<file path="src/hdl/wld_pkg.sv">
// Shared types, codes and sizes for the work line dispatcher.
// Used by wld_line_ram, wld_owner_tbl and work_line_dispatcher; no dependencies.
package wld_pkg;

  // Sizing
  localparam int MAX_LINES    = 1024;
  localparam int MAX_NODES    = 16;
  localparam int NODE_ID_BITS = 16;

  // Fixed field widths
  localparam int OP_W   = 2;
  localparam int ID_W   = 16;
  localparam int RLEN_W = 16;
  localparam int ST_W   = 3;
  localparam int LC_W   = 11;
  localparam int RW_W   = 13;
  localparam int CFG_DW = 13;

  // Derived sizes
  localparam int LINE_W = $clog2(MAX_LINES);
  localparam int CNT_W  = LINE_W + 1;
  localparam int NODE_W = (NODE_ID_BITS < ID_W) ? NODE_ID_BITS : ID_W;
  localparam int SLOT_W = (MAX_NODES > 1) ? $clog2(MAX_NODES) : 1;
  localparam int LANE_W = (MAX_LINES >= 16) ? 4 : 1;
  localparam int LANES  = 1 << LANE_W;
  localparam int ROWS   = (MAX_LINES + LANES - 1) / LANES;
  localparam int ROW_AW = (ROWS > 1) ? $clog2(ROWS) : 1;
  localparam int ROW_W  = 2 * LANES;

  // Register reset values
  localparam logic [LC_W-1:0] LC_RESET = LC_W'(1024);
  localparam logic [RW_W-1:0] RW_RESET = RW_W'(1024);

  typedef enum logic [1:0] {
    LS_UNPROC = 2'd0,
    LS_PROC   = 2'd1,
    LS_DONE   = 2'd2
  } lstate_t;

  typedef enum logic [ST_W-1:0] {
    ST_OK       = 3'd0,
    ST_UNKNOWN  = 3'd1,
    ST_NOT_PROC = 3'd2,
    ST_SIZE     = 3'd3,
    ST_NO_LINE  = 3'd4,
    ST_FULL     = 3'd5
  } status_t;

  typedef enum logic [OP_W-1:0] {
    OP_REQUEST = 2'd0,
    OP_TIMEOUT = 2'd1,
    OP_RESULT  = 2'd2
  } op_t;

  typedef enum logic {
    CFG_LINE_COUNT = 1'b0,
    CFG_ROW_WIDTH  = 1'b1
  } cfg_idx_t;

  // Owner table lookup result
  typedef struct packed {
    logic              done;
    logic              hit;
    logic [SLOT_W-1:0] hit_slot;
    logic [LINE_W-1:0] hit_line;
    logic              free_found;
    logic [SLOT_W-1:0] free_slot;
  } own_res_t;

  // Owner table update
  typedef struct packed {
    logic              set_en;
    logic              clr_en;
    logic [SLOT_W-1:0] slot;
    logic [NODE_W-1:0] node;
    logic [LINE_W-1:0] line;
  } own_wr_t;

endpackage

</file>
<file path="src/hdl/wld_line_ram.sv">
// Line state memory: ROWS rows of LANES two-bit line states.
// One write port, one read port with registered read data. Uses wld_pkg.
module wld_line_ram (
  input  logic                       clk,
  input  logic                       wr_en,
  input  logic [wld_pkg::ROW_AW-1:0] wr_addr,
  input  logic [wld_pkg::ROW_W-1:0]  wr_data,
  input  logic                       rd_en,
  input  logic [wld_pkg::ROW_AW-1:0] rd_addr,
  output logic [wld_pkg::ROW_W-1:0]  rd_data
);

  logic [wld_pkg::ROW_W-1:0] mem_r [wld_pkg::ROWS];
  logic [wld_pkg::ROW_W-1:0] rd_data_r;

  always_ff @(posedge clk) begin
    if (wr_en) begin
      mem_r[wr_addr] <= wr_data;
    end
    if (rd_en) begin
      rd_data_r <= mem_r[rd_addr];
    end
  end

  assign rd_data = rd_data_r;

endmodule

</file>
<file path="src/hdl/wld_owner_tbl.sv">
// Owner table: node to line entries with valid bits and a one-entry-per-cycle
// lookup that finds the node's entry and the first free entry. Uses wld_pkg.
module wld_owner_tbl (
  input  logic                       clk,
  input  logic                       rst_n,
  input  logic                       lk_start,
  input  logic [wld_pkg::NODE_W-1:0] lk_key,
  input  wld_pkg::own_wr_t           wr,
  output wld_pkg::own_res_t          res
);

  logic [wld_pkg::MAX_NODES-1:0] valid_r;
  logic [wld_pkg::NODE_W-1:0]    node_r [wld_pkg::MAX_NODES];
  logic [wld_pkg::LINE_W-1:0]    line_r [wld_pkg::MAX_NODES];
  logic                          busy_r;
  logic [wld_pkg::SLOT_W:0]      cnt_r;
  wld_pkg::own_res_t             res_r;
  logic [wld_pkg::SLOT_W-1:0]    idx;
  logic                          match;

  assign idx   = cnt_r[wld_pkg::SLOT_W-1:0];
  assign match = valid_r[idx] && (node_r[idx] == lk_key);

  always_ff @(posedge clk) begin
    if (!rst_n) begin
      valid_r  <= '0;
      busy_r   <= 1'b0;
      res_r.done <= 1'b0;
    end else begin
      if (lk_start) begin
        busy_r           <= 1'b1;
        cnt_r            <= '0;
        res_r.hit        <= 1'b0;
        res_r.free_found <= 1'b0;
        res_r.done       <= 1'b0;
      end else if (busy_r) begin
        if (match) begin
          // stop at the first matching entry
          res_r.hit      <= 1'b1;
          res_r.hit_slot <= idx;
          res_r.hit_line <= line_r[idx];
          busy_r         <= 1'b0;
          res_r.done     <= 1'b1;
        end else begin
          if (!valid_r[idx] && !res_r.free_found) begin
            res_r.free_found <= 1'b1;
            res_r.free_slot  <= idx;
          end
          if (cnt_r == (wld_pkg::SLOT_W + 1)'(wld_pkg::MAX_NODES - 1)) begin
            busy_r     <= 1'b0;
            res_r.done <= 1'b1;
          end else begin
            res_r.done <= 1'b0;
          end
          cnt_r <= cnt_r + 1'b1;
        end
      end else begin
        res_r.done <= 1'b0;
      end
      if (wr.set_en) begin
        valid_r[wr.slot] <= 1'b1;
      end
      if (wr.clr_en) begin
        valid_r[wr.slot] <= 1'b0;
      end
    end
  end

  always_ff @(posedge clk) begin
    if (wr.set_en) begin
      node_r[wr.slot] <= wr.node;
      line_r[wr.slot] <= wr.line;
    end
  end

  assign res = res_r;

endmodule

</file>
<file path="src/hdl/work_line_dispatcher.sv">
// Work line dispatcher: hands out work lines to worker nodes and tracks them.
// One item at a time. Throughput: set by the row-at-a-time scan of the line
// state memory and the entry-at-a-time owner lookup. Reset: synchronous,
// active low; afterwards a clearing pass over all ROWS rows zeroes the line
// states, input not ready.
module work_line_dispatcher (
  input  logic                       clk,
  input  logic                       rst_n,
  // input channel
  input  logic                       in_valid,
  output logic                       in_ready,
  input  logic [wld_pkg::OP_W-1:0]   in_op,
  input  logic [wld_pkg::ID_W-1:0]   in_node_id,
  input  logic [wld_pkg::RLEN_W-1:0] in_result_length,
  // result channel
  output logic                       out_valid,
  input  logic                       out_ready,
  output logic                       out_line_valid,
  output logic [wld_pkg::LINE_W-1:0] out_line_index,
  output logic [wld_pkg::ST_W-1:0]   out_status,
  output logic                       out_all_done,
  // configuration write channel
  input  logic                       cfg_valid,
  output logic                       cfg_ready,
  input  logic                       cfg_index,
  input  logic [wld_pkg::CFG_DW-1:0] cfg_data
);

  typedef enum logic [2:0] {
    S_CLEAR,  // zero the line state memory after reset
    S_IDLE,   // wait for an input transfer
    S_SCAN,   // walk line state rows
    S_LOOK,   // owner table lookup in progress
    S_RD,     // read the row of the node's line
    S_RMW,    // update the node's line
    S_EMIT    // hand the result to the output register
  } state_t;

  state_t                      state_r;

  // configuration
  logic [wld_pkg::LC_W-1:0]    line_count_r;
  logic [wld_pkg::RW_W-1:0]    row_width_r;

  // item under work
  logic [wld_pkg::OP_W-1:0]    op_r;
  logic [wld_pkg::NODE_W-1:0]  key_r;
  logic [wld_pkg::RLEN_W-1:0]  rlen_r;
  logic [wld_pkg::LINE_W-1:0]  line_r;
  logic [wld_pkg::SLOT_W-1:0]  slot_r;
  logic [wld_pkg::ROW_W-1:0]   row_data_r;

  // scan engine
  logic [wld_pkg::ROW_AW:0]    scan_addr_r;
  logic [wld_pkg::ROW_AW-1:0]  rd_row_r;
  logic                        rd_pend_r;
  logic                        find_r;
  logic                        notdone_r;
  logic                        lk_start_r;

  // pending result
  logic                        res_valid_r;
  logic [wld_pkg::LINE_W-1:0]  res_index_r;
  wld_pkg::status_t            res_status_r;
  logic                        res_all_done_r;

  // output register
  logic                        out_valid_r;
  logic                        out_line_valid_r;
  logic [wld_pkg::LINE_W-1:0]  out_line_index_r;
  wld_pkg::status_t            out_status_r;
  logic                        out_all_done_r;

  // combinational
  logic [wld_pkg::CNT_W-1:0]   n_eff;
  logic [wld_pkg::CNT_W-1:0]   rows_used;
  logic                        scan_more;
  logic [wld_pkg::LANES-1:0]   lane_unproc;
  logic [wld_pkg::LANES-1:0]   lane_notdone;
  logic [wld_pkg::LANE_W-1:0]  first_lane;
  logic [wld_pkg::ROW_AW-1:0]  line_row;
  logic [wld_pkg::LANE_W-1:0]  line_lane;
  logic [1:0]                  tgt_state;
  logic [wld_pkg::ROW_W-1:0]   patch_base;
  logic [1:0]                  patch_val;
  logic [wld_pkg::ROW_W-1:0]   patch_row;
  logic                        slot_ok;
  logic [wld_pkg::RLEN_W-1:0]  expect_len;

  logic                        ram_wr_en;
  logic [wld_pkg::ROW_AW-1:0]  ram_wr_addr;
  logic [wld_pkg::ROW_W-1:0]   ram_wr_data;
  logic                        ram_rd_en;
  logic [wld_pkg::ROW_AW-1:0]  ram_rd_addr;
  logic [wld_pkg::ROW_W-1:0]   ram_rd_data;

  wld_pkg::own_wr_t            own_wr;
  wld_pkg::own_res_t           own_res;

  wld_line_ram u_ram (
    .clk     (clk),
    .wr_en   (ram_wr_en),
    .wr_addr (ram_wr_addr),
    .wr_data (ram_wr_data),
    .rd_en   (ram_rd_en),
    .rd_addr (ram_rd_addr),
    .rd_data (ram_rd_data)
  );

  wld_owner_tbl u_owner (
    .clk      (clk),
    .rst_n    (rst_n),
    .lk_start (lk_start_r),
    .lk_key   (key_r),
    .wr       (own_wr),
    .res      (own_res)
  );

  // Config port: always ready; the user must write only while idle, unchecked.
  assign cfg_ready = 1'b1;

  always_ff @(posedge clk) begin
    if (!rst_n) begin
      line_count_r <= wld_pkg::LC_RESET;
      row_width_r  <= wld_pkg::RW_RESET;
    end else if (cfg_valid) begin
      case (cfg_index)
        wld_pkg::CFG_LINE_COUNT: line_count_r <= cfg_data[wld_pkg::LC_W-1:0];
        wld_pkg::CFG_ROW_WIDTH:  row_width_r  <= cfg_data[wld_pkg::RW_W-1:0];
        default: ;
      endcase
    end
  end

  // Lines in use are clamped to the memory size; rows to scan round up.
  assign n_eff = (32'(line_count_r) > 32'(wld_pkg::MAX_LINES)) ?
                 wld_pkg::CNT_W'(wld_pkg::MAX_LINES) : wld_pkg::CNT_W'(line_count_r);
  assign rows_used = (n_eff + wld_pkg::CNT_W'(wld_pkg::LANES - 1)) >> wld_pkg::LANE_W;
  assign scan_more = (32'(scan_addr_r) < 32'(rows_used));

  // Classify the lanes of the row that just came back from memory.
  always_comb begin
    lane_unproc  = '0;
    lane_notdone = '0;
    for (int k = 0; k < wld_pkg::LANES; k++) begin
      if (32'({rd_row_r, wld_pkg::LANE_W'(k)}) < 32'(n_eff)) begin
        lane_unproc[k]  = (ram_rd_data[2*k +: 2] == wld_pkg::LS_UNPROC);
        lane_notdone[k] = (ram_rd_data[2*k +: 2] != wld_pkg::LS_DONE);
      end
    end
  end

  // Lowest unprocessed lane wins.
  always_comb begin
    first_lane = '0;
    for (int k = wld_pkg::LANES - 1; k >= 0; k--) begin
      if (lane_unproc[k]) begin
        first_lane = wld_pkg::LANE_W'(k);
      end
    end
  end

  assign line_row   = wld_pkg::ROW_AW'(line_r >> wld_pkg::LANE_W);
  assign line_lane  = line_r[wld_pkg::LANE_W-1:0];
  assign tgt_state  = ram_rd_data[2*line_lane +: 2];
  assign slot_ok    = own_res.hit || own_res.free_found;
  assign expect_len = wld_pkg::RLEN_W'({row_width_r, 2'b00});

  // Replace one lane of a row.
  always_comb begin
    patch_row = patch_base;
    patch_row[2*line_lane +: 2] = patch_val;
  end

  // Memory and owner table control.
  always_comb begin
    ram_wr_en     = 1'b0;
    ram_wr_addr   = line_row;
    ram_wr_data   = patch_row;
    ram_rd_en     = 1'b0;
    ram_rd_addr   = line_row;
    patch_base    = row_data_r;
    patch_val     = wld_pkg::LS_PROC;
    own_wr.set_en = 1'b0;
    own_wr.clr_en = 1'b0;
    own_wr.slot   = slot_r;
    own_wr.node   = key_r;
    own_wr.line   = line_r;
    case (state_r)
      S_CLEAR: begin
        ram_wr_en   = 1'b1;
        ram_wr_addr = scan_addr_r[wld_pkg::ROW_AW-1:0];
        ram_wr_data = '0;
      end
      S_SCAN: begin
        ram_rd_en   = scan_more;
        ram_rd_addr = scan_addr_r[wld_pkg::ROW_AW-1:0];
      end
      S_LOOK: begin
        // request: mark the found line processing and record the owner
        if (own_res.done && op_r == wld_pkg::OP_REQUEST && slot_ok) begin
          ram_wr_en     = 1'b1;
          own_wr.set_en = 1'b1;
          own_wr.slot   = own_res.hit ? own_res.hit_slot : own_res.free_slot;
        end
      end
      S_RD: begin
        ram_rd_en = 1'b1;
      end
      S_RMW: begin
        patch_base = ram_rd_data;
        patch_val  = (op_r == wld_pkg::OP_TIMEOUT) ? wld_pkg::LS_UNPROC : wld_pkg::LS_DONE;
        ram_wr_en  = (tgt_state == wld_pkg::LS_PROC);
        // a timeout forgets the node whatever the line state
        own_wr.clr_en = (op_r == wld_pkg::OP_TIMEOUT);
      end
      default: ;
    endcase
  end

  // Sequencer and output register.
  always_ff @(posedge clk) begin
    if (!rst_n) begin
      state_r     <= S_CLEAR;
      scan_addr_r <= '0;
      rd_pend_r   <= 1'b0;
      lk_start_r  <= 1'b0;
      out_valid_r <= 1'b0;
    end else begin
      // drop the output once taken, unless a new result is loaded now
      if (out_ready && state_r != S_EMIT) begin
        out_valid_r <= 1'b0;
      end
      case (state_r)
        S_CLEAR: begin
          scan_addr_r <= scan_addr_r + 1'b1;
          if (scan_addr_r[wld_pkg::ROW_AW-1:0] == wld_pkg::ROW_AW'(wld_pkg::ROWS - 1)) begin
            state_r <= S_IDLE;
          end
        end
        S_IDLE: begin
          if (in_valid) begin
            op_r           <= in_op;
            key_r          <= in_node_id[wld_pkg::NODE_W-1:0];
            rlen_r         <= in_result_length;
            res_valid_r    <= 1'b0;
            res_index_r    <= '0;
            res_status_r   <= wld_pkg::ST_OK;
            res_all_done_r <= 1'b0;
            scan_addr_r    <= '0;
            rd_pend_r      <= 1'b0;
            notdone_r      <= 1'b0;
            find_r         <= (in_op == wld_pkg::OP_REQUEST);
            case (in_op)
              wld_pkg::OP_REQUEST: begin
                state_r <= S_SCAN;
              end
              wld_pkg::OP_TIMEOUT, wld_pkg::OP_RESULT: begin
                lk_start_r <= 1'b1;
                state_r    <= S_LOOK;
              end
              default: begin
                // unused op: only the completion check runs
                state_r <= S_SCAN;
              end
            endcase
          end
        end
        S_SCAN: begin
          rd_pend_r <= scan_more;
          rd_row_r  <= scan_addr_r[wld_pkg::ROW_AW-1:0];
          if (scan_more) begin
            scan_addr_r <= scan_addr_r + 1'b1;
          end
          if (rd_pend_r && find_r && (|lane_unproc)) begin
            line_r     <= wld_pkg::LINE_W'({rd_row_r, first_lane});
            row_data_r <= ram_rd_data;
            lk_start_r <= 1'b1;
            state_r    <= S_LOOK;
          end else if (rd_pend_r && !find_r && (|lane_notdone)) begin
            res_all_done_r <= 1'b0;
            state_r        <= S_EMIT;
          end else begin
            if (rd_pend_r) begin
              notdone_r <= notdone_r | (|lane_notdone);
            end
            if (!rd_pend_r && !scan_more) begin
              // every row in use seen
              if (find_r) begin
                res_status_r   <= wld_pkg::ST_NO_LINE;
                res_all_done_r <= !notdone_r;
              end else begin
                res_all_done_r <= 1'b1;
              end
              state_r <= S_EMIT;
            end
          end
        end
        S_LOOK: begin
          // the lookup start is a single-cycle pulse
          lk_start_r <= 1'b0;
          if (own_res.done) begin
            if (op_r == wld_pkg::OP_REQUEST) begin
              // an unprocessed line exists, so not all done either way
              res_all_done_r <= 1'b0;
              if (slot_ok) begin
                res_valid_r <= 1'b1;
                res_index_r <= line_r;
              end else begin
                res_status_r <= wld_pkg::ST_FULL;
              end
              state_r <= S_EMIT;
            end else if (own_res.hit) begin
              line_r  <= own_res.hit_line;
              slot_r  <= own_res.hit_slot;
              state_r <= S_RD;
            end else begin
              res_status_r <= wld_pkg::ST_UNKNOWN;
              scan_addr_r  <= '0;
              rd_pend_r    <= 1'b0;
              state_r      <= S_SCAN;
            end
          end
        end
        S_RD: begin
          state_r <= S_RMW;
        end
        S_RMW: begin
          if (tgt_state != wld_pkg::LS_PROC) begin
            res_status_r <= wld_pkg::ST_NOT_PROC;
          end else if (op_r == wld_pkg::OP_RESULT && rlen_r != expect_len) begin
            // line is still marked done
            res_status_r <= wld_pkg::ST_SIZE;
          end
          scan_addr_r <= '0;
          rd_pend_r   <= 1'b0;
          state_r     <= S_SCAN;
        end
        S_EMIT: begin
          // hold until the output register is free
          if (!out_valid_r || out_ready) begin
            out_valid_r      <= 1'b1;
            out_line_valid_r <= res_valid_r;
            out_line_index_r <= res_index_r;
            out_status_r     <= res_status_r;
            out_all_done_r   <= res_all_done_r;
            state_r          <= S_IDLE;
          end
        end
        default: begin
          state_r <= S_IDLE;
        end
      endcase
    end
  end

  assign in_ready       = (state_r == S_IDLE);
  assign out_valid      = out_valid_r;
  assign out_line_valid = out_line_valid_r;
  assign out_line_index = out_line_index_r;
  assign out_status     = out_status_r;
  assign out_all_done   = out_all_done_r;

endmodule
</file>
<file path="config.mk">
export PLATFORM = sky130hd
export DESIGN_NAME = work_line_dispatcher
export DESIGN_NICKNAME = d
export VERILOG_FILES = /design/src/hdl/wld_pkg.sv /design/src/hdl/wld_line_ram.sv /design/src/hdl/wld_owner_tbl.sv /design/src/hdl/work_line_dispatcher.sv
export SDC_FILE = /design/constraint.sdc
export NUM_CORES = 2
export LEC_CHECK = 0
export BUFFER_PORTS_ARGS = -buffer_cell sky130_fd_sc_hd__buf_2
export CAP_MARGIN = 10
export CORE_MARGIN = 2
export CORE_UTILIZATION = 40
export DETAILED_ROUTE_END_ITERATION = 12
export PLACE_DENSITY = 0.66
export SLEW_MARGIN = 20
export SYNTH_ARGS = -nofsm -noshare
export SYNTH_HDL_FRONTEND = slang
export SYNTH_SLANG_ARGS = --single-unit
export TNS_END_PERCENT = 1
</file>
<file path="constraint.sdc">
create_clock -name clk -period 7.2 [get_ports clk]
set_input_delay 1.08 -clock clk [delete_from_list [all_inputs] [get_ports clk]]
set_output_delay 1.08 -clock clk [all_outputs]
set_load 0.05 [all_outputs]
</file>
Yosys cells after proc, flatten, opt, wreduce, memory -nomap -nowiden
Memories as Yosys holds them, arrays and structs flattened. A register that Yosys moved wholly into a read port is not among the register bits. Cells that the tools add are included.

Bits in registers: 198. Bits in writable memories: 2464. Input bits: 53. Output and inout bits: 18. Logic and storage cells: 361. Memories kept: 3.

Memory list: u_ram.mem_r (depth 64, bits a word 32, read ports 1, clocked after Yosys merged registers in 1, write ports 1, RTL line wld_line_ram.sv:13) `logic [wld_pkg::ROW_W-1:0] mem_r [wld_pkg::ROWS];`; u_owner.node_r (depth 16, bits a word 16, read ports 1, clocked after Yosys merged registers in 1, write ports 1, RTL line wld_owner_tbl.sv:13) `logic [wld_pkg::NODE_W-1:0] node_r [wld_pkg::MAX_NODES];`; u_owner.line_r (depth 16, bits a word 10, read ports 1, clocked after Yosys merged registers in 1, write ports 1, RTL line wld_owner_tbl.sv:14) `logic [wld_pkg::LINE_W-1:0] line_r [wld_pkg::MAX_NODES];`.

$add $sub $neg: 4. Magnitude comparators: 21. Equal/unequal tests: 56. Shift operators: 3. Muxes and demuxes: 157. Bitwise logic cells: 10. Reduce and logical (&&, ||, !) cells: 74.

Operators by type and width (number): $lt A10 B11 Y1 (16); $mux W4 (23); $mux W10 (8); $mux W1 (70); $mux W32 (2); $ne A2 B2 Y1 const B (31); $mux W3 (20); $mux W16 (3); $pmux W10 S2 (2); $logic_not A2 Y1 (18); $mux W7 (5); $pmux W7 S5 (1); $neg A5 Y34 (1); $shift A2 B34 Y32 const A (1); $shiftx A2 B34 Y32 (1); $bwmux W32 (1); $reduce_or A16 Y1 (2); $shiftx A32 B6 Y2 (1); $reduce_and A6 Y1 (4); $pmux W3 S7 (1); $mux W20 (1); $mux W5 (4); $reduce_and A5 Y1 (4); $and A16 B16 Y16 (1); 48 further kinds (104).

Depth between registers and ports, before layout
Depth in word-level cells: 22. Depth in mapped cells: 15. Depth with buffers taken out: 14.

By module
Synthesis repeated with hierarchy kept, for this count alone.

Cell total of the unflattened synthesis: 5290. Area total of the unflattened synthesis: 106347.0 sq um.

By module, submodules not included: wld_line_ram (instances 1, cells each 3511, area an instance 79359.9 sq um, seq. area each 62459.9 sq um); wld_owner_tbl (instances 1, cells each 887, area an instance 18318.8 sq um, seq. area each 13683.1 sq um); work_line_dispatcher (instances 1, cells each 892, area an instance 8668.3 sq um, seq. area each 4284.1 sq um).

Worst setup path after synthesis
Ideal clock, no wire load.

Path type: register to register. From: register line_r[0] (netlist name). To: memory u_ram.mem_r[0][13] (netlist name), data pin. Library setup time: 0.767 ns. Data arrival time: 5.406 ns. Data required time: 6.433 ns. Setup slack: 1.026 ns. Cell stages (with the launch flop): 9. Buffers on the path: 3. Clock period less this slack: 6.174 ns. Path through: edfxtp_1 -> clkbuf_1 -> inv_1 -> ha_1 -> clkbuf_1 -> nor4b_1 -> clkbuf_1 -> a221oi_1 -> a311oi_1.

Longest elaborated chain between the ends: 4. Elaborated cells between the ends (all ways): 5. Those cells by class: add/sub (1); shift (2); mux (2).

Ends and longest elaborated chain: from (decl) (RTL line work_line_dispatcher.sv:49) `logic [wld_pkg::LINE_W-1:0] line_r;`; from (signal assigned) (RTL line work_line_dispatcher.sv:276) `line_r <= wld_pkg::LINE_W'({rd_row_r, first_lane});`; from (signal assigned) (RTL line work_line_dispatcher.sv:314) `line_r <= own_res.hit_line;`; $neg A5 Y34 (*) (RTL line work_line_dispatcher.sv:172) `patch_row[2*line_lane +: 2] = patch_val;`; $shiftx A2 B34 Y32 / $shift A2 B34 Y32 (equally long branches) (RTL line work_line_dispatcher.sv:172); $bwmux W32 (*) (RTL line work_line_dispatcher.sv:172); $mux W32 (*) (RTL line work_line_dispatcher.sv:189) `case (state_r)`; net ram_wr_data (one bit) (RTL line work_line_dispatcher.sv:92) `logic [wld_pkg::ROW_W-1:0] ram_wr_data;`; to (decl) (RTL line wld_line_ram.sv:13).

The timed path passes the listed nets; every way through them passes the cells marked *.

Worst setup path in the final report
From: register state_r[1]. To: register u_ram.rd_data_r (netlist bit u_ram.rd_data[18]) (read register of u_ram.mem_r), data pin.

Longest elaborated chain between the ends: 2. Elaborated cells between the ends (all ways): 4. Those cells by class: eq/ne (2); mux (2).

Ends and longest elaborated chain: from (decl) (RTL line work_line_dispatcher.sv:39) `state_t state_r;`; from (signal assigned) (RTL line work_line_dispatcher.sv:224) `state_r <= S_CLEAR;`; from (signal assigned) (RTL line work_line_dispatcher.sv:238) `state_r <= S_IDLE;`; from (signal assigned) (RTL line work_line_dispatcher.sv:256) `state_r <= S_SCAN;`; $eq A3 B3 Y1 / $eq A3 B2 Y1 (equally long branches) (RTL line work_line_dispatcher.sv:189); $pmux W1 S2 / $mux W6 (equally long branches) (RTL line work_line_dispatcher.sv:189); to (decl) (RTL line wld_line_ram.sv:14) `logic [wld_pkg::ROW_W-1:0] rd_data_r;`.

Several ways; a longest one is shown, not always the timed one. A chain may end at the register's enable or synchronous reset.

==> impl_metrics.json <==
{
  "async_flop_share_pct": 0,
  "ys.flop_type": "edfxtp_1",
  "ys_top_cells_by_area": "edfxtp_1 (75%), mux4_2 (13%), nand2_1 (1.6%), a211oi_1 (1.2%), dfxtp_1 (1.1%)",
  "met1_usage_pct": 29.5,
  "htreeDepth": 5,
  "core_um2": 265000,
  "drt_wl_total_um": 288000,
  "drv_slew": 0,
  "worstMarginPinSlew_ps": 1190,
  "finalCriticalPeriod_ps": 5530,
  "synth_seq_area_share_pct": 75.8,
  "initial_core_util_pct": 40.1,
  "crit_fanout": 121,
  "synthDistinctLibCells": 77,
  "ios": 71,
  "synth_fp_nets": 5443,
  "antenna_found_initial": 14,
  "clock_latency_ps": 960,
  "grt_usage_pct": 20.9,
  "place_congestion": 0.891,
  "clockBufferDepth": 4,
  "post_cts_buffers": 0,
  "dp.cells": 8805,
  "via_per_inst": 6.02,
  "layout.nets": 5658,
  "synth_area_per_cell_um2": 19.8,
  "grt_pass1_vias": 54400,
  "gr-total-overflow": 0,
  "grt_pass1_wl_um": 405000,
  "power_leakage_nw": 38.2,
  "busiest_layer": "met2",
  "finalNonFillerCells": 9338,
  "yosysTopAreaCell": "edfxtp_1",
  "grt_use_met2_pct": 31.2,
  "yosysWarnings": 0,
  "grt_setup_unrepaired": "false",
  "final.setup.tns_ps": 0,
  "wire_per_inst_um": 30.8,
  "cts_buffers": 291,
  "vdd_drop_max_v": 0.000280,
  "worstSetupPathType": "reg2reg",
  "dr.pass1.iters": 6,
  "synth_seq_cells": 2698,
  "hold_viol_final": 0,
  "numClockSinks": 2698,
  "startpoint_type": "register",
  "die_y_um": 519,
  "clkTransAtPathRegs_ps": 70,
  "synth.top_cell.area_share_pct": 74.7,
  "reg2reg_slack_ps": 1670,
  "cp-endpoint": "u_ram.rd_data[18]$_DFFE_PP_",
  "synth_edf_count": 2639,
  "yosysMostFrequentCell": "edfxtp_1",
  "powerDensity_nw_per_um2": 291,
  "min_period_over_period_pct": 76.8,
  "setup_viol": 0,
  "ctsHoldBuffers": 0,
  "drc": 0,
  "crit_path_end_kind": "register",
  "crit_start": "state_r[1]$_SDFFE_PN0P_",
  "root_buffer": "clkbuf_16",
  "syn_inst": 5369,
  "area_growth_pct": 14.6,
  "drive_gt1_share_pct": 24.3,
  "hp-class": "in2reg",
  "grt_max_degree": 123,
  "worstPathRequired_ps": 7870,
  "cts_resized": 0,
  "ant_nets": 1,
  "die_w_um": 519,
  "timing.fmax_ghz": 0.181,
  "holdPathStages": 1,
  "synthesis.area_um2": 106000,
  "cts_tree": "yes",
  "drt_iter0_drc": 8982,
  "die_area_um2": 269000,
  "io_buffers": 69,
  "vias": 56300,
  "worstPathArrival_ps": 6200,
  "dp_hpwl_um": 165000,
  "status": "finished with violations",
  "regToRegEndpoint": "u_ram.rd_data[18]$_DFFE_PP_",
  "violations": "antenna violations",
  "slew_headroom_pct": 20.2,
  "reg2regPathDepth": 12,
  "timing.rr.start": "state_r[1]$_SDFFE_PN0P_",
  "fp-row-count": 189,
  "maxCapViolations": 0,
  "grt_use_met3_pct": 5.22,
  "synth_common_cells": "edfxtp_1 (2,639), mux4_2 (626), nand2_1 (453)",
  "skew_ps": 107
}
[cell usage in the layout (no fill, tap or decap), types with 59 or more instances in the layout]
master / synthesis / routed
edfxtp_1: 2639 / 2639
mux4_2: 626 / 626
nand2_1: 453 / 449
clkbuf_16: 0 / 295
a211oi_1: 169 / 165
and2_1: 141 / 141
buf_4: 10 / 113
a21oi_1: 102 / 100
nor2_1: 181 / 97
nor2_4: 0 / 83
a31oi_1: 75 / 75
buf_2: 72 / 69
a311oi_1: 92 / 66
clkinv_1: 1 / 59
[worst min path at each step]
stage | startpoint | to | slack, ps
after floorplan | res_all_done_r$_SDFFCE_PP0P_ | out_all_done$_DFFE_PP_ | 400
after global placement | res_status_r[1]$_DFFE_PP_ | out_status[1]$_DFFE_PP_ | 410
after detailed placement | res_valid_r$_DFFE_PP_ | out_line_valid$_DFFE_PP_ | 400
after CTS | in_node_id[4] | key_r[4]$_DFFE_PP_ | 260
after global routing | in_node_id[4] | key_r[4]$_DFFE_PP_ | 290
final | in_node_id[8] | key_r[8]$_DFFE_PP_ | 330
[area by class of cell]
class,instances,area (um^2)
clock buffer,353,7600
tap,3533,4420
fill,21700,143000
clock inverter,153,1350
timing repair buffer,225,2150
inverter,41,154
antenna,8,20.0
multi-input combinational,2327,25500
sequential,2698,80400
[power breakdown]
part | leakage, nW | internal (mW) | switching, mW
registers | 24.8 | 17.9 | 0.172
clock network | 4.38 | 8.29 | 5.93
logic | 9.03 | 0.894 | 2.20
total | 38.2 | 27.1 | 8.31
[cell families after synthesis]
group | Yosys count | synth area share [%]
flops | 2698 | 75.8
compound gates | 627 | 4.20
xor+xnor | 41 | 0.338
other cells | 1 | 0.00353
fa+ha+maj | 21 | 0.248
buf+inv | 344 | 1.37
simple gates | 963 | 4.20
mux | 674 | 13.8
[through the flow]
stage               power [mW]  cell area (um^2)  worst slack [ps]  util (%)  hold slack [ps]
detailed placement        21.4            112000              1890      42.4              405
finish                    35.4            122000              1670      46.0              334
CTS                       35.5            121000              1890      45.8              261
global route              36.3            122000              1510      46.0              292
global placement          21.3            112000              2010      42.3              411
floorplan                 19.9            106000              1030         -              400
[flip-flops by register name, summed over array words and instances (netlist names), 13 cells and up, named ones only]
name / cells
u_ram.mem_r: 2048
key_r: 16
rlen_r: 16
row_data_r: 32
u_owner.node_r: 256
u_owner.line_r: 160
u_owner.valid_r: 16
u_ram.rd_data: 32
row_width_r: 13
u_owner.res: 21
[routing by layer]
metal | share of wire [%] | up-vias
li1 | - | 22600
met4 | 4.1 | 2
met3 | 12 | 522
met5 | 0.0038 | -
met2 | 45 | 3546
met1 | 39 | 29600
[worst max-delay path, cell delays in order, from the launching register on]
cell	delay, ps
dfxtp_1	550
inv_2	180
nor3_4	230
buf_4	340
mux2i_4	330
buf_4	370
buf_12	530
mux4_2	410
and2_1	170
a211oi_1	880
a31oi_1	230
a21oi_1	610
a21oi_1	170
Note: power is estimated with default switching activity, not from simulation.
